`src/hw/rtl/tbrl_queue.sv`:
```
// Short FIFO that decouples the front end from the bucket update engine.
// Depends on nothing; sits between tbrl_front and tbrl_back.
module tbrl_queue #(
   parameter int WIDTH = 8,
   parameter int DEPTH = 2
) (
   input  logic             clock,
   input  logic             reset,
   input  logic             push_valid,
   input  logic [WIDTH-1:0] push_data,
   output logic             full,
   input  logic             pop,
   output logic             head_valid,
   output logic [WIDTH-1:0] head_data
);

   localparam int PTR_W = (DEPTH > 1) ? $clog2(DEPTH) : 1;
   localparam int CNT_W = $clog2(DEPTH + 1);

   logic [WIDTH-1:0] slot_ff [DEPTH];
   logic [PTR_W-1:0] wr_ptr_ff, wr_ptr_in;
   logic [PTR_W-1:0] rd_ptr_ff, rd_ptr_in;
   logic [CNT_W-1:0] count_ff, count_in;

   logic do_push;
   logic do_pop;

   assign full       = (count_ff == CNT_W'(DEPTH));
   assign head_valid = (count_ff != '0);
   assign head_data  = slot_ff[rd_ptr_ff];

   assign do_push = push_valid && !full;
   assign do_pop  = pop && head_valid;

   // Pointer and occupancy update with wrap at the depth
   always_comb begin
      wr_ptr_in = wr_ptr_ff;
      rd_ptr_in = rd_ptr_ff;
      count_in  = count_ff;
      if (do_push) begin
         wr_ptr_in = (wr_ptr_ff == PTR_W'(DEPTH - 1)) ? '0 : wr_ptr_ff + PTR_W'(1);
      end
      if (do_pop) begin
         rd_ptr_in = (rd_ptr_ff == PTR_W'(DEPTH - 1)) ? '0 : rd_ptr_ff + PTR_W'(1);
      end
      if (do_push && !do_pop) begin
         count_in = count_ff + CNT_W'(1);
      end else if (do_pop && !do_push) begin
         count_in = count_ff - CNT_W'(1);
      end
   end

   always_ff @(posedge clock) begin
      if (reset) begin
         wr_ptr_ff <= '0;
         rd_ptr_ff <= '0;
         count_ff  <= '0;
      end else begin
         wr_ptr_ff <= wr_ptr_in;
         rd_ptr_ff <= rd_ptr_in;
         count_ff  <= count_in;
      end
   end

   always_ff @(posedge clock) begin
      if (do_push) begin
         slot_ff[wr_ptr_ff] <= push_data;
      end
   end

endmodule

```
`config.mk`:
```
export PLATFORM = sky130hd
export DESIGN_NAME = tbrl_queue
export DESIGN_NICKNAME = d
export VERILOG_FILES = /design/src/hw/rtl/tbrl_queue.sv
export SDC_FILE = /design/constraint.sdc
export NUM_CORES = 1
export LEC_CHECK = 0
export ABC_AREA = 1
export CAP_MARGIN = 20
export CORE_AREA = 2 2 44 46
export CTS_BUF_LIST = sky130_fd_sc_hd__clkbuf_2
export DETAILED_ROUTE_END_ITERATION = 10
export DIE_AREA = 0 0 46 48
export DONT_BUFFER_PORTS = 1
export REMOVE_ABC_BUFFERS = 1
export SYNTH_ARGS = -nofsm -noshare
export SYNTH_HDL_FRONTEND = slang
export SYNTH_SLANG_ARGS = --single-unit
export TNS_END_PERCENT = 100
```
`constraint.sdc`:
```
create_clock -name clock -period 1.37 [get_ports clock]
set_input_delay 0 -clock clock [delete_from_list [all_inputs] [get_ports clock]]
set_output_delay 0 -clock clock [all_outputs]
set_load 0.005 [all_outputs]
```
==> impl_metrics.py, run 1 <==
metrics = {
    "run_status": {
        "outcome": "complete, no violations",
    },
    "cells_and_area": {
        "fin_nets": 96,
        "mostFrequentLayoutCell": "edfxtp_1",
        "layout.cells.non_filler": 99,
        "drive_gt1_share_pct": 32.9,
        "syn2layout_area_growth_pct": 26.0,
        "finish.utilization_pct": 61.1,
        "final_cell_mix": "edfxtp_1 (16), dlygate4sd3_1 (11), mux2_2 (8), nor2_1 (8)",
        "antennaDiodeCount": 0,
    },
    "routing": {
        "routed_wl_um": 1180,
        "drtIter0Drc": 6,
        "drt-wirelength-per-cell_um": 11.9,
        "avgViaCountPerCell": 5.02,
        "drtAntennaViolNets": 0,
        "dr.pass1.iters": 2,
        "num_vias": 497,
        "drc": 0,
    },
    "worst_setup_path": {
        "required_ps": 1580,
        "cp_common_cell": "inv_2",
        "worstPathMaxFanout": 4,
        "critical_path_class": "flop to flop",
        "end_kind": "flop",
        "cpPeakStageDelay_ps": 360,
        "worstSetupStartpointType": "flop",
        "endpoint": "count_ff[0]",
        "r2r_start": "count_ff[1]",
        "r2r-end": "count_ff[0]",
        "reg2regPathDepth": 7,
        "cp_slowest_cell": "dfxtp_2",
        "r2r_setup_slack_ps": 100,
        "cp_cell_sequence": "inv_1, o21ai_2, inv_2, ha_4, inv_2, o21ai_0, a21oi_1",
        "cp.arrival_ps": 1480,
        "startpoint": "count_ff[1]",
    },
    "die": {
        "coreArea_um2": 1690,
        "rows": 15,
        "die_h_um": 48,
        "die_w_um": 46,
        "die-area_um2": 2210,
        "start_util_pct": 48.5,
        "ios": 22,
    },
    "global_route": {
        "grt_max_degree": 13,
        "grt-ovfl-total": 0,
        "grt_pass1_vias": 414,
        "track_usage_pct": 11.6,
        "grt_pass1_wl_um": 1640,
        "antenna_found_initial": 0,
    },
    "sta": {
        "maxSlewHeadroom_pct": 87.4,
        "finalCritPeriodShare_pct": 92.5,
        "setup_ws_ps": 103,
        "skew_ps": 1.33,
        "tns_ps": 0,
        "max_slew.worst_pin.slew_ps": 189,
        "timing.fmax_mhz": 789,
        "slew_viol_final": 0,
        "setup_viol": 0,
        "hold_violations": 0,
        "min_period_ps": 1270,
    },
    "clocking": {
        "clk_path_buf_depth": 2,
        "root_buffer": "clkbuf_2",
        "cts.reportedPaths.clkPinSlew_ps": 180,
        "cts_tree": "done",
        "cts_max_level": 1,
        "clock_latency_ps": 300,
        "cts_buffers": 3,
        "cts_sinks": 21,
    },
    "synth": {
        "synth_seq_cells": 21,
        "avgSynthCellArea_um2": 13.2,
        "yosys_warnings": 0,
        "synth_area_um2": 820,
        "ys_seq_area_share_pct": 70.8,
        "netlist_instances": 62,
        "yosysUniqueCellTypes": 14,
    },
    "placement": {
        "routabilityCongestion": 0.832,
        "portBuffers": 0,
        "dp_slack_ps": -11.7,
        "dp.cells": 83,
        "place_hpwl_um": 821,
    },
    "pwr": {
        "design_power_total_uw": 1650,
        "p_leak_uw": 0.000402,
        "power_density_nw_per_um2": 1600,
        "peakVddDrop_mv": 0.941,
    },
    "job": {
        "drv_cap": 0,
    },
    "worst_hold_path": {
        "min_path_type": "input pin to flop",
    },
}
metrics by stage:
step / hold WS (ps) / cell area, µm²
global route: 68.7 / 1030
global placement: 98.9 / 873
finish: 90.3 / 1030
detailed placement: 98.9 / 873
CTS: 86.7 / 1010
floorplan: 98.9 / 815
sequential cells by signal (all words and copies together), names as in the netlist, named ones only:
register,count
slot_ff,16
count_ff,2
rd_ptr_ff,1
wr_ptr_ff,1
repair_timing:
item	in CTS	in global routing
gates resized for setup	2	6
cloned	0	0
setup endpoints to repair	1	10
buffers inserted	1	0
hold endpoints to repair	21	0
hold buffers	11	0
pin swaps	1	1
cells in the mapped netlist:
cell | n | area (µm²)
nor2_1 | 8 | 30.0
mux2_2 | 8 | 90.1
inv_1 | 7 | 26.3
dfxtp_1 | 5 | 100
o21ai_0 | 2 | 10.0
o21ai_2 | 1 | 8.76
ha_1 | 1 | 12.5
nand2_1 | 7 | 26.3
inv_2 | 1 | 3.75
buf_2 | 1 | 5.00
a21oi_1 | 2 | 10.0
nand4_1 | 1 | 6.26
nand3_1 | 2 | 10.0
edfxtp_1 | 16 | 480
final cells by class:
type                       count  area, µm²
clock buffer                   3       15.0
clock inverter                 1       5.00
fill                         151        657
inverter                       8       30.0
multi-input combinational     32        219
sequential                    21        587
tap                           17       21.3
timing repair buffer          17        155
kinds of logic (layout without fill, tap and decap cells):
group / count (synthesis) / in the layout / synth area share, %
multiplexers: 8 / 8 / 11.0
buffers and inverters: 9 / 29 / 4.27
AND/OR/NAND/NOR: 18 / 18 / 8.86
flip-flops: 21 / 21 / 70.8
adder cells (fa/ha/maj): 1 / 1 / 1.53
AO/OA/AOI/OAI: 5 / 5 / 3.51
where the power goes:
group	internal, µW	total (µW)	leakage (µW)	switching, µW
combinational	252	517	0.000194	264
clock	66.2	236	0.0000164	170
sequential	824	895	0.000192	71.2
how the worst min path moves through the flow:
stage	startpoint	to	slack, ps	cells after the start
5_1_grt	pop	count_ff[0]	70	4
2_1_floorplan	push_data[0]	slot_ff[0][0]	100	0
3_5_place_dp	push_data[4]	slot_ff[0][4]	100	0
4_1_cts	pop	count_ff[0]	90	4
6_report	pop	count_ff[0]	90	4
3_3_place_gp	push_data[6]	slot_ff[0][6]	100	0
worst max-delay path: cells and delay by family, from the launching register on:
kind | cells | cell delay, ps
adder cells (fa/ha/maj) | 1 | 260
flip-flops | 1 | 360
AO/OA/AOI/OAI | 3 | 370
buffers and inverters | 3 | 190
layer usage:
metal  vias to the layer above  global-route usage [%]  part of all wire [%]  wire length (µm)
li1                        256                       -                     -                 -
met1                       230                    12.3                    43               504
met2                        11                    18.3                    52               610
met3                         0                    4.91                   5.1                60
met4                         0                    8.57                     0                 0
met5                         -                       0                     0                 0
No activity file was read; power rests on OpenSTA's default activity.
==> run 2: changes to the inputs <==
--- a/config.mk
+++ b/config.mk
@@ -8,7 +8,6 @@
 export ABC_AREA = 1
 export CAP_MARGIN = 20
 export CORE_AREA = 2 2 44 46
-export CTS_BUF_LIST = sky130_fd_sc_hd__clkbuf_2
 export DETAILED_ROUTE_END_ITERATION = 10
 export DIE_AREA = 0 0 46 48
 export DONT_BUFFER_PORTS = 1
==> run 2 against run 1 <==
  * Global-route usage did not move
  * Setup slack improved by 6.0 ps
  * First-iteration DRC count rose by 17%
  * Clock power rose by 19%
  * Non-clock buffer count did not move
==> impl_metrics.py, run 2 (same netlist as run 1, synthesis figures left out) <==
metrics = {
    "cells_and_area": {
        "drive_gt1_share_pct": 29.3,
        "fill_cells": 151,
        "antennaDiodeCount": 0,
        "finish.utilization_pct": 61.2,
        "largest_reg_flops": 16,
        "largest_register": "slot_ff",
        "layout.cells.non_filler": 99,
        "mostFrequentLayoutCell": "edfxtp_1",
        "multi_input_area_um2": 216,
        "final_cell_mix": "edfxtp_1 (16), dlygate4sd3_1 (11), mux2_2 (8), nor2_1 (8), nand2_1 (7)",
        "syn2layout_area_growth_pct": 26.1,
        "reg.largest.list": "slot_ff x16, count_ff x2",
        "fin_nets": 96,
        "register_area_um2": 583,
    },
    "routing": {
        "wl_met1_um": 496,
        "dr.pass1.iters": 3,
        "dr_wl_met3_um": 62,
        "routed_wl_um": 1160,
        "drt-wirelength-per-cell_um": 11.7,
        "dr.max_layer_used": "met3",
        "drc": 0,
        "num_vias": 495,
        "wl_met2_um": 596,
        "avgViaCountPerCell": 5.00,
        "drtAntennaViolNets": 0,
        "drtIter0Drc": 7,
    },
    "die": {
        "die-area_um2": 2210,
        "ios": 22,
        "start_util_pct": 48.5,
        "coreArea_um2": 1690,
        "die_h_um": 48,
        "die_w_um": 46,
        "rows": 15,
    },
    "run_status": {
        "outcome": "complete, no violations",
    },
    "sta": {
        "max_slew.worst_pin.slew_ps": 346,
        "min_period_ps": 1260,
        "maxSlewHeadroom_pct": 76.9,
        "finalCritPeriodShare_pct": 92.0,
        "setup_viol": 0,
        "hold_violations": 0,
        "timing.fmax_mhz": 793,
        "slew_viol_final": 0,
        "skew_ps": 0.952,
    },
    "clocking": {
        "cts_max_level": 1,
        "clock_latency_ps": 290,
        "cts_tree": "done",
        "cts.reportedPaths.clkPinSlew_ps": 110,
        "root_buffer": "clkbuf_4",
        "cts_buffers": 3,
        "cts_sinks": 21,
        "clk_path_buf_depth": 2,
    },
    "global_route": {
        "grt_pass1_vias": 414,
        "track_usage_pct": 11.6,
        "grt_max_degree": 13,
        "antenna_found_initial": 0,
        "grt-ovfl-total": 0,
        "grt_pass1_wl_um": 1640,
    },
    "pwr": {
        "peakVddDrop_mv": 0.929,
        "power_density_nw_per_um2": 1620,
        "design_power_total_uw": 1680,
        "p_leak_uw": 0.000404,
    },
    "placement": {
        "place_hpwl_um": 821,
        "portBuffers": 0,
        "routabilityCongestion": 0.832,
        "dp.cells": 83,
    },
    "worst_setup_path": {
        "worstSetupStartpointType": "flop",
        "critical_path_class": "flop to flop",
        "cp_slowest_cell": "dfxtp_2",
        "end_kind": "flop",
        "cp_common_cell": "inv_1",
        "cp.arrival_ps": 1460,
        "required_ps": 1570,
        "worstPathMaxFanout": 4,
        "crit_family": "flip-flops",
        "cpPeakStageDelay_ps": 340,
        "cp_cell_sequence": "inv_1, o21ai_2, inv_1, ha_4, inv_2, nand3_1, nand2_1, inv_1, nor2_1",
        "path_buf_inv": 4,
    },
    "worst_hold_path": {
        "min_path_type": "input pin to flop",
    },
    "job": {
        "drv_cap": 0,
    },
}
## run 2: cell types whose count changed in the layout (fill, tap and decap cells not counted)
cell | before | now
inv_1 | 5 | 6
clkbuf_4 | 0 | 3
inv_2 | 3 | 2
nand2_2 | 1 | 0
clkbuf_2 | 3 | 0
dfxtp_1 | 2 | 3
dfxtp_4 | 1 | 0
nand2_1 | 6 | 7
## run 2: worst reg2reg max path, stage by stage (launching register included)
cell     delay (ps)
dfxtp_2         340
inv_1            80
o21ai_2         140
inv_1            90
ha_4            270
inv_2            40
nand3_1          70
nand2_1          50
inv_1            50
nor2_1           40
## run 2: where the power goes
group	switching (µW)	internal, µW
sequential	70.8	818
combinational	257	249
clock	172	109
total	500	1180
## run 2: final cells by class
| cell class | count | area share (%) |
|---|---|---|
| well taps | 17 | 2.06 |
| inverters | 8 | 2.91 |
| repair buffers | 17 | 15.0 |
| multi-input cells | 32 | 20.9 |
| clock inverters | 1 | 0.484 |
| clock buffers | 3 | 2.18 |
| flip-flops and latches | 21 | 56.4 |
## run 2: routing by layer
layer / GRT usage [%] / vias to the layer above
met3: 4.91 / 0
met4: 8.57 / 0
met2: 18.3 / 13
li1: - / 256
met5: 0 / -
met1: 12.3 / 226
## run 2: repair_timing
| action | 4_1_cts | 5_1_grt |
|---|---|---|
| endpoints found under the hold margin | 21 | 0 |
| hold buffers | 11 | 0 |
| endpoints found under the setup margin | 1 | 2 |
| setup buffers | 1 | 0 |
| pin swaps | 1 | 1 |
| resized for setup | 1 | 3 |
## run 2: final timing paths
check | cells past startpoint | startpoint | end | slack [ps]
min | 4 | pop | count_ff[0] | 140
max | 9 | count_ff[1] | count_ff[1] | 110
max reg2reg | 9 | count_ff[1] | count_ff[1] | 110
min reg2reg | 1 | count_ff[0] | count_ff[0] | 500
## run 2: metrics by stage
step	setup TNS, ps	instance area [µm²]	worst slack (ps)	hold WS [ps]
after floorplan	0	815	95.0	98.9
after global placement	0	873	45.9	98.9
after detailed placement	-11.7	873	-11.7	98.9
after CTS	0	1020	12.6	109
after global routing	-5.59	1030	-5.59	151
final	0	1030	109	140
