===== config.mk =====
export PLATFORM = sky130hd
export DESIGN_NAME = tbrl_front
export DESIGN_NICKNAME = d
export VERILOG_FILES = /design/src/hw/rtl/tbrl_pkg.sv /design/src/hw/rtl/tbrl_front.sv
export SDC_FILE = /design/constraint.sdc
export NUM_CORES = 1
export LEC_CHECK = 0
export ABC_AREA = 0
export BUFFER_PORTS_ARGS = -buffer_cell sky130_fd_sc_hd__buf_2
export CORE_ASPECT_RATIO = 1.2
export CORE_MARGIN = 3
export CORE_UTILIZATION = 40
export DETAILED_ROUTE_END_ITERATION = 16
export PLACE_DENSITY = 0.85
export SYNTH_ARGS = -nofsm -noshare
export SYNTH_HDL_FRONTEND = slang
export SYNTH_SLANG_ARGS = --single-unit

===== constraint.sdc =====
create_clock -name clock -period 2.8 [get_ports clock]
set_clock_uncertainty 0.15 [all_clocks]
set_input_delay 0 -clock clock [delete_from_list [all_inputs] [get_ports clock]]
set_output_delay 0 -clock clock [all_outputs]
set_load 0.005 [all_outputs]

===== src/hw/rtl/tbrl_pkg.sv =====
// Package for the token bucket rate limiter: payload and storage types,
// register codes, reset values and shared constants.
// No dependencies; imported by the front end, the update engine and the top level.
package tbrl_pkg;

   // Field widths fixed by the interface
   localparam int KEY_W   = 10;
   localparam int TIME_W  = 32;
   localparam int TOKEN_W = 32;
   localparam int CAP_W   = 16;
   localparam int RATE_W  = 32;
   localparam int FRAC_W  = 16;

   // Default number of buckets
   localparam int NUM_KEYS_DEFAULT = 1024;

   // Entries of the queue between front and back
   localparam int QUEUE_DEPTH = 2;

   // Configuration port
   localparam int CSR_INDEX_W = 2;
   localparam int CSR_DATA_W  = 32;
   localparam logic [CSR_INDEX_W-1:0] CSR_CAPACITY    = 2'd0;
   localparam logic [CSR_INDEX_W-1:0] CSR_REFILL_RATE = 2'd1;

   localparam logic [CAP_W-1:0]  CAPACITY_RESET    = 16'd10;
   localparam logic [RATE_W-1:0] REFILL_RATE_RESET = 32'h0001_0000;

   // One whole token in Q16.16
   localparam logic [TOKEN_W-1:0] ONE_TOKEN = 32'h0001_0000;

   typedef struct packed {
      logic [KEY_W-1:0]  key_index;
      logic [TIME_W-1:0] now_seconds;
   } req_payload_type;

   typedef struct packed {
      logic             allowed;
      logic [CAP_W-1:0] remaining;
   } rsp_payload_type;

   // One word of the bucket store
   typedef struct packed {
      logic               valid;
      logic [TIME_W-1:0]  last_time;
      logic [TOKEN_W-1:0] tokens;
   } bucket_entry_type;

   typedef enum logic [1:0] {
      ST_CLEAR,
      ST_IDLE,
      ST_CALC,
      ST_UPDATE
   } back_state_type;

   // Address width for a store of n entries (at least one bit)
   function automatic int idx_width(input int n);
      int w;
      w = (n > 1) ? $clog2(n) : 1;
      return w;
   endfunction

endpackage


===== src/hw/rtl/tbrl_front.sv =====
// Front end: takes request transfers and reduces the key to a bucket index.
// Depends on tbrl_pkg; feeds tbrl_queue.
module tbrl_front #(
   parameter int NUM_KEYS = tbrl_pkg::NUM_KEYS_DEFAULT
) (
   input  logic                       clock,
   input  logic                       reset,
   input  logic                       req_valid,
   output logic                       req_stall,
   input  tbrl_pkg::req_payload_type  req_payload,
   input  logic                       clearing,
   output logic                       push_valid,
   output logic [tbrl_pkg::idx_width(NUM_KEYS)+tbrl_pkg::TIME_W-1:0] push_data,
   input  logic                       push_full
);
   import tbrl_pkg::*;

   localparam int IDX_W = idx_width(NUM_KEYS);
   // Reciprocal of the key count for the modulo estimate
   localparam logic [20:0] RECIP  = 21'((1 << 20) / NUM_KEYS);
   localparam logic [16:0] KEYS_C = 17'(NUM_KEYS);

   logic              a_valid_ff, a_valid_in;
   logic [KEY_W-1:0]  key_ff, key_in;
   logic [TIME_W-1:0] now_ff, now_in;
   logic [KEY_W-1:0]  q_est_ff, q_est_in;

   logic        accept;
   logic        advance;
   logic [29:0] q_prod;
   logic [26:0] q_times_n;
   logic [26:0] rem_raw;
   logic [26:0] rem_fix;

   // Hold the stage while the queue is full; take no request during the clearing pass
   assign advance   = a_valid_ff && !push_full;
   assign req_stall = clearing || (a_valid_ff && push_full);
   assign accept    = req_valid && !req_stall;

   // Quotient estimate, at most one below the true quotient
   assign q_prod   = 30'(req_payload.key_index) * 30'(RECIP);
   assign q_est_in = accept ? q_prod[29:20] : q_est_ff;

   assign key_in     = accept ? req_payload.key_index   : key_ff;
   assign now_in     = accept ? req_payload.now_seconds : now_ff;
   assign a_valid_in = accept ? 1'b1 : (advance ? 1'b0 : a_valid_ff);

   // Remainder with a single correction step
   assign q_times_n = 27'(q_est_ff) * 27'(KEYS_C);
   assign rem_raw   = 27'(key_ff) - q_times_n;
   assign rem_fix   = (rem_raw >= 27'(KEYS_C)) ? (rem_raw - 27'(KEYS_C)) : rem_raw;

   assign push_valid = a_valid_ff;
   assign push_data  = {rem_fix[IDX_W-1:0], now_ff};

   always_ff @(posedge clock) begin
      if (reset) begin
         a_valid_ff <= 1'b0;
      end else begin
         a_valid_ff <= a_valid_in;
      end
   end

   always_ff @(posedge clock) begin
      key_ff   <= key_in;
      now_ff   <= now_in;
      q_est_ff <= q_est_in;
   end

endmodule


==> results of run 1 <==
## state kept, by name, summed over array words and instances, names as in the netlist
name and cells:
now_ff 32, key_ff 10, push_valid 1
## worst max-delay path, cell delays in order, from the launching register on
cell and delay (ns):
dfxtp_1 0.38, a21oi_4 0.13, buf_4 0.45
## cell usage after synthesis (all sizes together)
| cell type | n | area [um2] |
|---|---|---|
| nand2b | 2 | 20.0 |
| a21oi | 2 | 17.5 |
| dfxtp | 1 | 20.0 |
| edfxtp | 42 | 1260 |
| nand2 | 1 | 3.75 |
## repair_timing
action / in CTS / in global routing
endpoints found under the setup margin: 0 / 0
setup buffers: 0 / 0
hold buffers: 44 / 0
endpoints found under the hold margin: 43 / 0
## power groups by stage
| stage | clock [uW] | sequential, uW | combinational [uW] |
|---|---|---|---|
| global placement | 0 | 759 | 77.5 |
| finish | 283 | 748 | 135 |
| global route | 316 | 751 | 145 |
| detailed placement | 0 | 760 | 81.4 |
| floorplan | 0 | 765 | 12.9 |
| CTS | 291 | 746 | 128 |
## worst max-delay path by stage
stage / start / to / slack [ns]
finish: push_valid$_SDFFE_PP0P_ / now_ff[8]$_DFFE_PP_ / 1.30
global route: push_valid$_SDFFE_PP0P_ / key_ff[1]$_DFFE_PP_ / 1.27
CTS: push_valid$_SDFFE_PP0P_ / now_ff[10]$_DFFE_PP_ / 1.34
detailed placement: push_valid$_SDFFE_PP0P_ / key_ff[7]$_DFFE_PP_ / 1.37
global placement: push_valid$_SDFFE_PP0P_ / now_ff[28]$_DFFE_PP_ / 1.43
floorplan: push_valid$_SDFFE_PP0P_ / key_ff[0]$_DFFE_PP_ / 0.66
## cell families (layout without fill, tap and decap cells)
family	count (synthesis)	in the layout	share of synthesized area
buffers and inverters	0	143	0
flip-flops	43	43	0.969
AO/OA/AOI/OAI	2	2	0.0132
AND/OR/NAND/NOR	3	3	0.0180
## through the flow
step | util | setup WS [ns]
finish | 0.748 | 1.30
global route | 0.748 | 1.27
CTS | 0.748 | 1.34
detailed placement | 0.589 | 1.37
global placement | 0.589 | 1.43
floorplan | - | 0.658
## final cells by class
| cell class | count | area (um2) |
|---|---|---|
| flip-flops and latches | 43 | 1280 |
| repair buffers | 135 | 898 |
| fillers | 192 | 783 |
| multi-input cells | 5 | 48.8 |
| well taps | 36 | 45.0 |
| clock buffers | 6 | 41.3 |
| clock inverters | 2 | 12.5 |
## metal layers
| layer | vias up | routed length, um |
|---|---|---|
| li1 | 476 | - |
| met2 | 98 | 2000 |
| met4 | 0 | 226 |
| met1 | 472 | 1270 |
| met3 | 22 | 594 |
| met5 | - | 0 |
==> results.ini, run 1 <==
[detailed_routing]
drtIter0Drc=51
num_vias=1068
avgRoutedWirePerCell_um=18.0
dr.pass1.iters=4
wl_mm=4.09
viasPerCell=4.70
ant_nets=0
post-route-drc-count=0

[global_routing]
use_met2=0.358
grt_usage=0.224
grt_busiest_layer=met2
antenna_found_initial=0
grt_pass1_wl_mm=5.99
grt_overflow_total=0
first_global_vias=1137
grt_start_max_net_pins=43
use_met1=0.220
use_met3=0.119

[layout]
diodes=0
num-nets-final=237
final_cells=227
mostFrequentLayoutCells=90 x buf_2, 44 x dlygate4sd3_1, 42 x edfxtp_1, 5 x clkbuf_4
finalInstanceArea_mm2=0.00233
area_growth_pct=76.0
final_common_cell=buf_2
drive_above_1_share=0.529

[sta]
relSlewSlack=0.662
drv_slew=0
setup-tns-final_ns=0
tightest_slew_ns=0.507
fmax_mhz=669
period_minus_slack_ns=1.50
report.final.setup_viol=0
whs_ns=0.147
fin_crit_sh=0.534
final_hold_viol_count=0
rsz0062_at_grt=no

[place]
place_area_mm2=0.00183
place.gp.congestion=0.710
io_buffers=90
dpl.cell_count=175

[yosys]
synth_area_mm2=0.00132
syn_area_per_cell_um2=27.6
synthCells=48
syn-num-nets=95
ys_types=6
ys_seq_area_frac=0.969
synth-seq-cells=43
yosysWarnings=0

[power_and_ir_drop]
power_frac_comb=0.115
p_sw_frac=0.212
p_leak_uw=0.000993
finalPower_uw=1170
internal_power_uw=919
p_per_area_mw_per_mm2=501
seqPwrFrac=0.642
power.net_switching_uw=247
power_frac_clock=0.243
ir_drop_uv=452

[worst_setup_path]
worstSetupPathType=flip-flop to flip-flop
r2r_cells=2
worst_setup_path_end_kind=flip-flop
r2r_slack_ns=1.30
crit_arrival_ns=1.33
critPathLaunchType=flip-flop
r2r_end=now_ff[8]$_DFFE_PP_
worstPathRequired_ns=2.63
crit_fanout=42
r2r_start=push_valid$_SDFFE_PP0P_

[clocking]
h-tree-depth=2
clk_pin_slew_ns=0.12
clk_latency_ns=0.34
cts.sinks=43
cts_tree=built
cts-root-buf=clkbuf_4
cts_resized=0
ctsLongestPathBuffers=2
cts_buffers=5

[die]
initial_utilization=0.425
dieHeight_um=69.0
coreArea_mm2=0.00311
die-area_mm2=0.00404
die_x_um=58.5
io_pins=91
rows=22

[worst_hold_path]
min_to=req_stall
holdCritStartpoint=clearing
hold_depth=3
min_path_type=input port to output pin

[run_status]
status=finished clean

[flow_run]
cap_violations=0

(Power assumes the default switching activity.)
==> run 2: changes to the inputs <==
Clock period 2.8 ns to 1.4 ns, I/O delays scaled along.
==> run 2 against run 1 <==
Compared with the run above:
- sequential share of layout area down 1.4 points
- global-route usage down 2.8 points
- first-iteration DRC count fell by 24%
- utilization is 2.1 points higher
- wire length down 13%
- final cell count is 0.88% higher
- clock power rose to 3.3 times the previous value
- critical path depth grew 1
- maximum frequency grew 13%
- non-clock buffer count up 2
- sequential cell count unchanged
- highest routed layer unchanged
==> results.ini, run 2 (synthesis results as in run 1) <==
[run_status]
status=finished clean

[clocking]
cts_resized=0
h-tree-depth=2
ctsLongestPathBuffers=2
cts_tree=built
cts_buffers=5
cts.sinks=43
cts-root-buf=clkbuf_4
clk_pin_slew_ns=0.12
clk_latency_ns=0.34

[global_routing]
grt_pass1_wl_mm=5.46
first_global_vias=1188
antenna_found_initial=0
grt_start_max_net_pins=16
grt_overflow_total=0
grt_usage=0.196

[die]
die_x_um=58.5
io_pins=91
dieHeight_um=69.0
die-area_mm2=0.00404
rows=22
initial_utilization=0.425
coreArea_mm2=0.00311

[worst_setup_path]
worst_setup_path_end_kind=flip-flop
critPathMaxStageDelay_ns=0.55
worstSetupPathType=flip-flop to flip-flop
crit_chain=nand2_1 -> a21oi_2 -> dlygate4sd3_1
cpLargestDelayFamily=buffers and inverters
critPathSlowestCell=dlygate4sd3_1
worstPathRequired_ns=1.54
worst-path-buf-inv=1
critPathLaunchType=flip-flop
crit_fanout=3
crit_arrival_ns=1.47

[power_and_ir_drop]
p_leak_uw=0.00103
ir_drop_uv=892
p_per_area_mw_per_mm2=1120

[detailed_routing]
ant_nets=0
avgRoutedWirePerCell_um=15.5
wl_mm=3.54
dr.pass1.iters=4
post-route-drc-count=0
drtIter0Drc=39
num_vias=1040
viasPerCell=4.54

[place]
place.gp.congestion=0.677
place_area_mm2=0.00185
place_hpwl_mm=2.09
io_buffers=90
dpl.cell_count=177

[sta]
fmax_mhz=753
tightest_slew_ns=0.187
relSlewSlack=0.875
drv_slew=0
rsz0062_at_grt=no
period_minus_slack_ns=1.33
fin_crit_sh=0.948
final_hold_viol_count=0
report.final.setup_viol=0

[layout]
finalInstanceArea_mm2=0.00239
drive_above_1_share=0.539
largest_register=now_ff
diodes=0
area_growth_pct=80.8
num-nets-final=239
mostFrequentLayoutCells=90 x buf_2, 44 x dlygate4sd3_1, 42 x edfxtp_1, 5 x clkbuf_4, 3 x buf_4
final_cells=229
largest_reg_flops=32
final_common_cell=buf_2

[worst_hold_path]
min_path_type=input port to flip-flop

[flow_run]
cap_violations=0

run 2: cell types whose count changed in the layout (fill, tap and decap cells not counted), sizes merged:
cell and change:
clkinvlp -1, buf +2, bufinv +2, clkinv -1
run 2: per-layer routing:
metal | vias up | share of wire | track usage
met5 | - | 0 | 0
met4 | 0 | 0.025 | 0.0986
met3 | 11 | 0.13 | 0.0931
met2 | 83 | 0.51 | 0.341
met1 | 468 | 0.33 | 0.194
li1 | 478 | - | -
run 2: final timing paths:
path	cells past startpoint	endpoint	start	slack, ns
worst min register to register	2	now_ff[6]$_DFFE_PP_	push_valid$_SDFFE_PP0P_	0.66
worst max-delay path	3	push_valid$_SDFFE_PP0P_	push_valid$_SDFFE_PP0P_	0.07
worst min-delay path	3	now_ff[6]$_DFFE_PP_	push_full	0.05
worst max register to register	3	push_valid$_SDFFE_PP0P_	push_valid$_SDFFE_PP0P_	0.07
run 2: final cells by class:
cell class              count  area [um2]
clock inverters             2        60.1
multi-input cells           5        48.8
well taps                  36        45.0
fillers                   173         719
clock buffers               6        41.3
flip-flops and latches     43        1280
repair buffers            137         913
run 2: stage by stage:
| step | power (uW) | TNS, ns | utilization | worst slack (ns) | hold WS [ns] |
|---|---|---|---|---|---|
| floorplan | 1560 | -9.63 | - | -0.229 | -0.0949 |
| global placement | 1680 | 0 | 0.595 | 0.207 | 0.00328 |
| detailed placement | 1690 | 0 | 0.595 | 0.186 | 0.00445 |
| CTS | 2690 | 0 | 0.769 | 0.0607 | 0.0299 |
| global route | 2780 | 0 | 0.769 | 0.0187 | 0.0315 |
| finish | 2680 | 0 | 0.769 | 0.0727 | 0.0462 |
run 2: report_power, final:
group / internal (uW) / switching [uW] / total [uW]
registers: 1480 / 15.5 / 1490
clock network: 558 / 366 / 923
logic: 169 / 98.9 / 268
run 2: worst reg2reg max path, cell delays in order (launching register included):
cell and delay, ns:
dfxtp_2 0.39, nand2_1 0.09, a21oi_2 0.11, dlygate4sd3_1 0.55
run 2: timing repair:
action | 4_1_cts | 5_1_grt
hold buffers | 44 | 0
hold endpoints to repair | 43 | 0
buffers inserted | 0 | 0
==> run 3: changes to the inputs <==
Clock period 1.4 ns to 1.35 ns, I/O delays scaled along.
==> run 3 against run 2 <==
Compared with the run above:
- global-route usage about the same
- die area stayed put
- sequential share of layout area fell by 0.45 points
- critical path depth increased by 2
- hold slack improved by 0.087 ns
- first-iteration DRC count up 2.6%
- setup slack got worse by 0.012 ns
- register-to-register slack improved by 0.02 ns
- sequential power grew 4%
- count of clock-buffer cells in the layout did not move
- utilization grew 0.64 points
- critical endpoint unchanged
- largest cell class unchanged
- largest power group unchanged
==> results.ini, run 3 (synthesis results as in run 1) <==
[run_status]
status=finished clean

[die]
die-area_mm2=0.00404
initial_utilization=0.425
rows=22
dieHeight_um=69.0
coreArea_mm2=0.00311
io_pins=91
die_x_um=58.5

[worst_setup_path]
cp_num_cells=5
worst-path-buf-inv=3
crit_fanout=2
critPathMaxStageDelay_ns=0.58
critPathLaunchType=input port
worstSetupPathType=input port to flip-flop
startpoint=req_valid
crit_top_cell=dlygate4sd3_1
r2r_start=push_valid$_SDFFE_PP0P_
worstPathRequired_ns=1.48
r2r_slack_ns=0.09
critPathCapture=push_valid$_SDFFE_PP0P_
critPathSlowestCell=dlygate4sd3_1
worst_setup_path_end_kind=flip-flop
r2r_end=now_ff[25]$_DFFE_PP_
r2r_cells=2
cpLargestDelayFamily=buffers and inverters
crit_chain=dlygate4sd3_1 -> buf_2 -> nand2b_4 -> dlygate4sd3_1 -> a21oi_2
crit_arrival_ns=1.42

[detailed_routing]
post-route-drc-count=0
dr.pass1.iters=4
viasPerCell=4.58
avgRoutedWirePerCell_um=15.5
drtIter0Drc=40
wl_mm=3.58
ant_nets=0
num_vias=1058

[power_and_ir_drop]
ir_drop_uv=988
p_per_area_mw_per_mm2=1150
power_frac_clock=0.342
power.net_switching_uw=492
power_frac_comb=0.102
p_sw_frac=0.177
finalPower_uw=2780
seqPwrFrac=0.556
p_leak_uw=0.00103
internal_power_uw=2290

[global_routing]
use_met2=0.323
grt_start_max_net_pins=16
grt_pass1_wl_mm=5.54
grt_overflow_total=0
antenna_found_initial=0
first_global_vias=1214
grt_busiest_layer=met2
grt_usage=0.195
use_met3=0.0987
use_met1=0.211

[sta]
whs_ns=0.134
relSlewSlack=0.873
drv_slew=0
final_hold_viol_count=0
fmax_mhz=776
fin_crit_sh=0.955
tightest_slew_ns=0.190
rsz0062_at_grt=no
period_minus_slack_ns=1.29
report.final.setup_viol=0

[layout]
largest_register=now_ff
area_growth_pct=82.3
seqCellArea_mm2=0.00128
diodes=0
largest_reg_flops=32
n_fill_cell=176
multi_input_area_um2=48.8
final_common_cell=buf_2
mostFrequentLayoutCells=90 x buf_2, 46 x dlygate4sd3_1, 42 x edfxtp_1, 5 x clkbuf_4, 3 x buf_4
num-nets-final=241
drive_above_1_share=0.533

[clocking]
cts_resized=0
ctsLongestPathBuffers=2
cts_buffers=5
clk_latency_ns=0.33
clk_pin_slew_ns=0.12
cts-root-buf=clkbuf_4
cts_tree=built
h-tree-depth=2
cts.sinks=43

[place]
place_hpwl_mm=2.09
place.gp.congestion=0.677
io_buffers=90

[worst_hold_path]
min_path_type=input port to flip-flop

[flow_run]
cap_violations=0

## run 3: cell types whose count changed in the layout (fill, tap and decap cells not counted)
cell,before,now
dlygate4sd3_1,44,46
## run 3: through the flow
step / TNS, ns / area (um2) / cells / utilization / setup slack, ns
floorplan: -11.73 / 1330 / 48 / - / -0.279
global placement: 0 / 1850 / 177 / 0.595 / 0.157
detailed placement: 0 / 1850 / 177 / 0.595 / 0.136
CTS: 0 / 2410 / 231 / 0.775 / 0.102
global route: 0 / 2410 / 231 / 0.775 / 0.0446
finish: 0 / 2410 / 231 / 0.775 / 0.0609
## run 3: per-layer routing
| layer | routed length, um | share of wire |
|---|---|---|
| met4 | 70 | 0.020 |
| met1 | 1240 | 0.35 |
| met2 | 1790 | 0.50 |
| met3 | 487 | 0.14 |
| met5 | 0 | 0 |
## run 3: area by class of cell
class / count / share of cell area
sequential: 43 / 0.532
timing repair buffer: 139 / 0.387
clock inverter: 2 / 0.0249
multi-input combinational: 5 / 0.0202
tap: 36 / 0.0187
clock buffer: 6 / 0.0171
## run 3: worst min-delay path by stage
stage,start,end,slack (ns),cells past startpoint
2_1_floorplan,reset,push_valid$_SDFFE_PP0P_,-0.09,1
3_3_place_gp,reset,push_valid$_SDFFE_PP0P_,0.003,2
3_5_place_dp,reset,push_valid$_SDFFE_PP0P_,0.004,2
4_1_cts,clearing,now_ff[6]$_DFFE_PP_,0.1,4
5_1_grt,clearing,now_ff[6]$_DFFE_PP_,0.12,4
6_report,clearing,now_ff[6]$_DFFE_PP_,0.13,4
## run 3: repair_timing
item | in CTS | in global routing
buffers inserted | 0 | 0
endpoints found under the hold margin | 43 | 0
hold buffers | 46 | 0
## run 3: power groups by stage
stage / Combinational (uW) / Sequential [uW] / Clock, uW
3_3_place_gp: 165 / 1580 / 0
6_report: 283 / 1550 / 951
4_1_cts: 274 / 1550 / 975
5_1_grt: 309 / 1550 / 1030
3_5_place_dp: 172 / 1580 / 0
2_1_floorplan: 28.2 / 1590 / 0
## run 3: worst reg2reg max path, delay by kind of cell, from the launching register on
| family | cells | cell delay, ns |
|---|---|---|
| compound gates | 1 | 0.18 |
| buf+inv | 1 | 0.25 |
| flops | 1 | 0.37 |
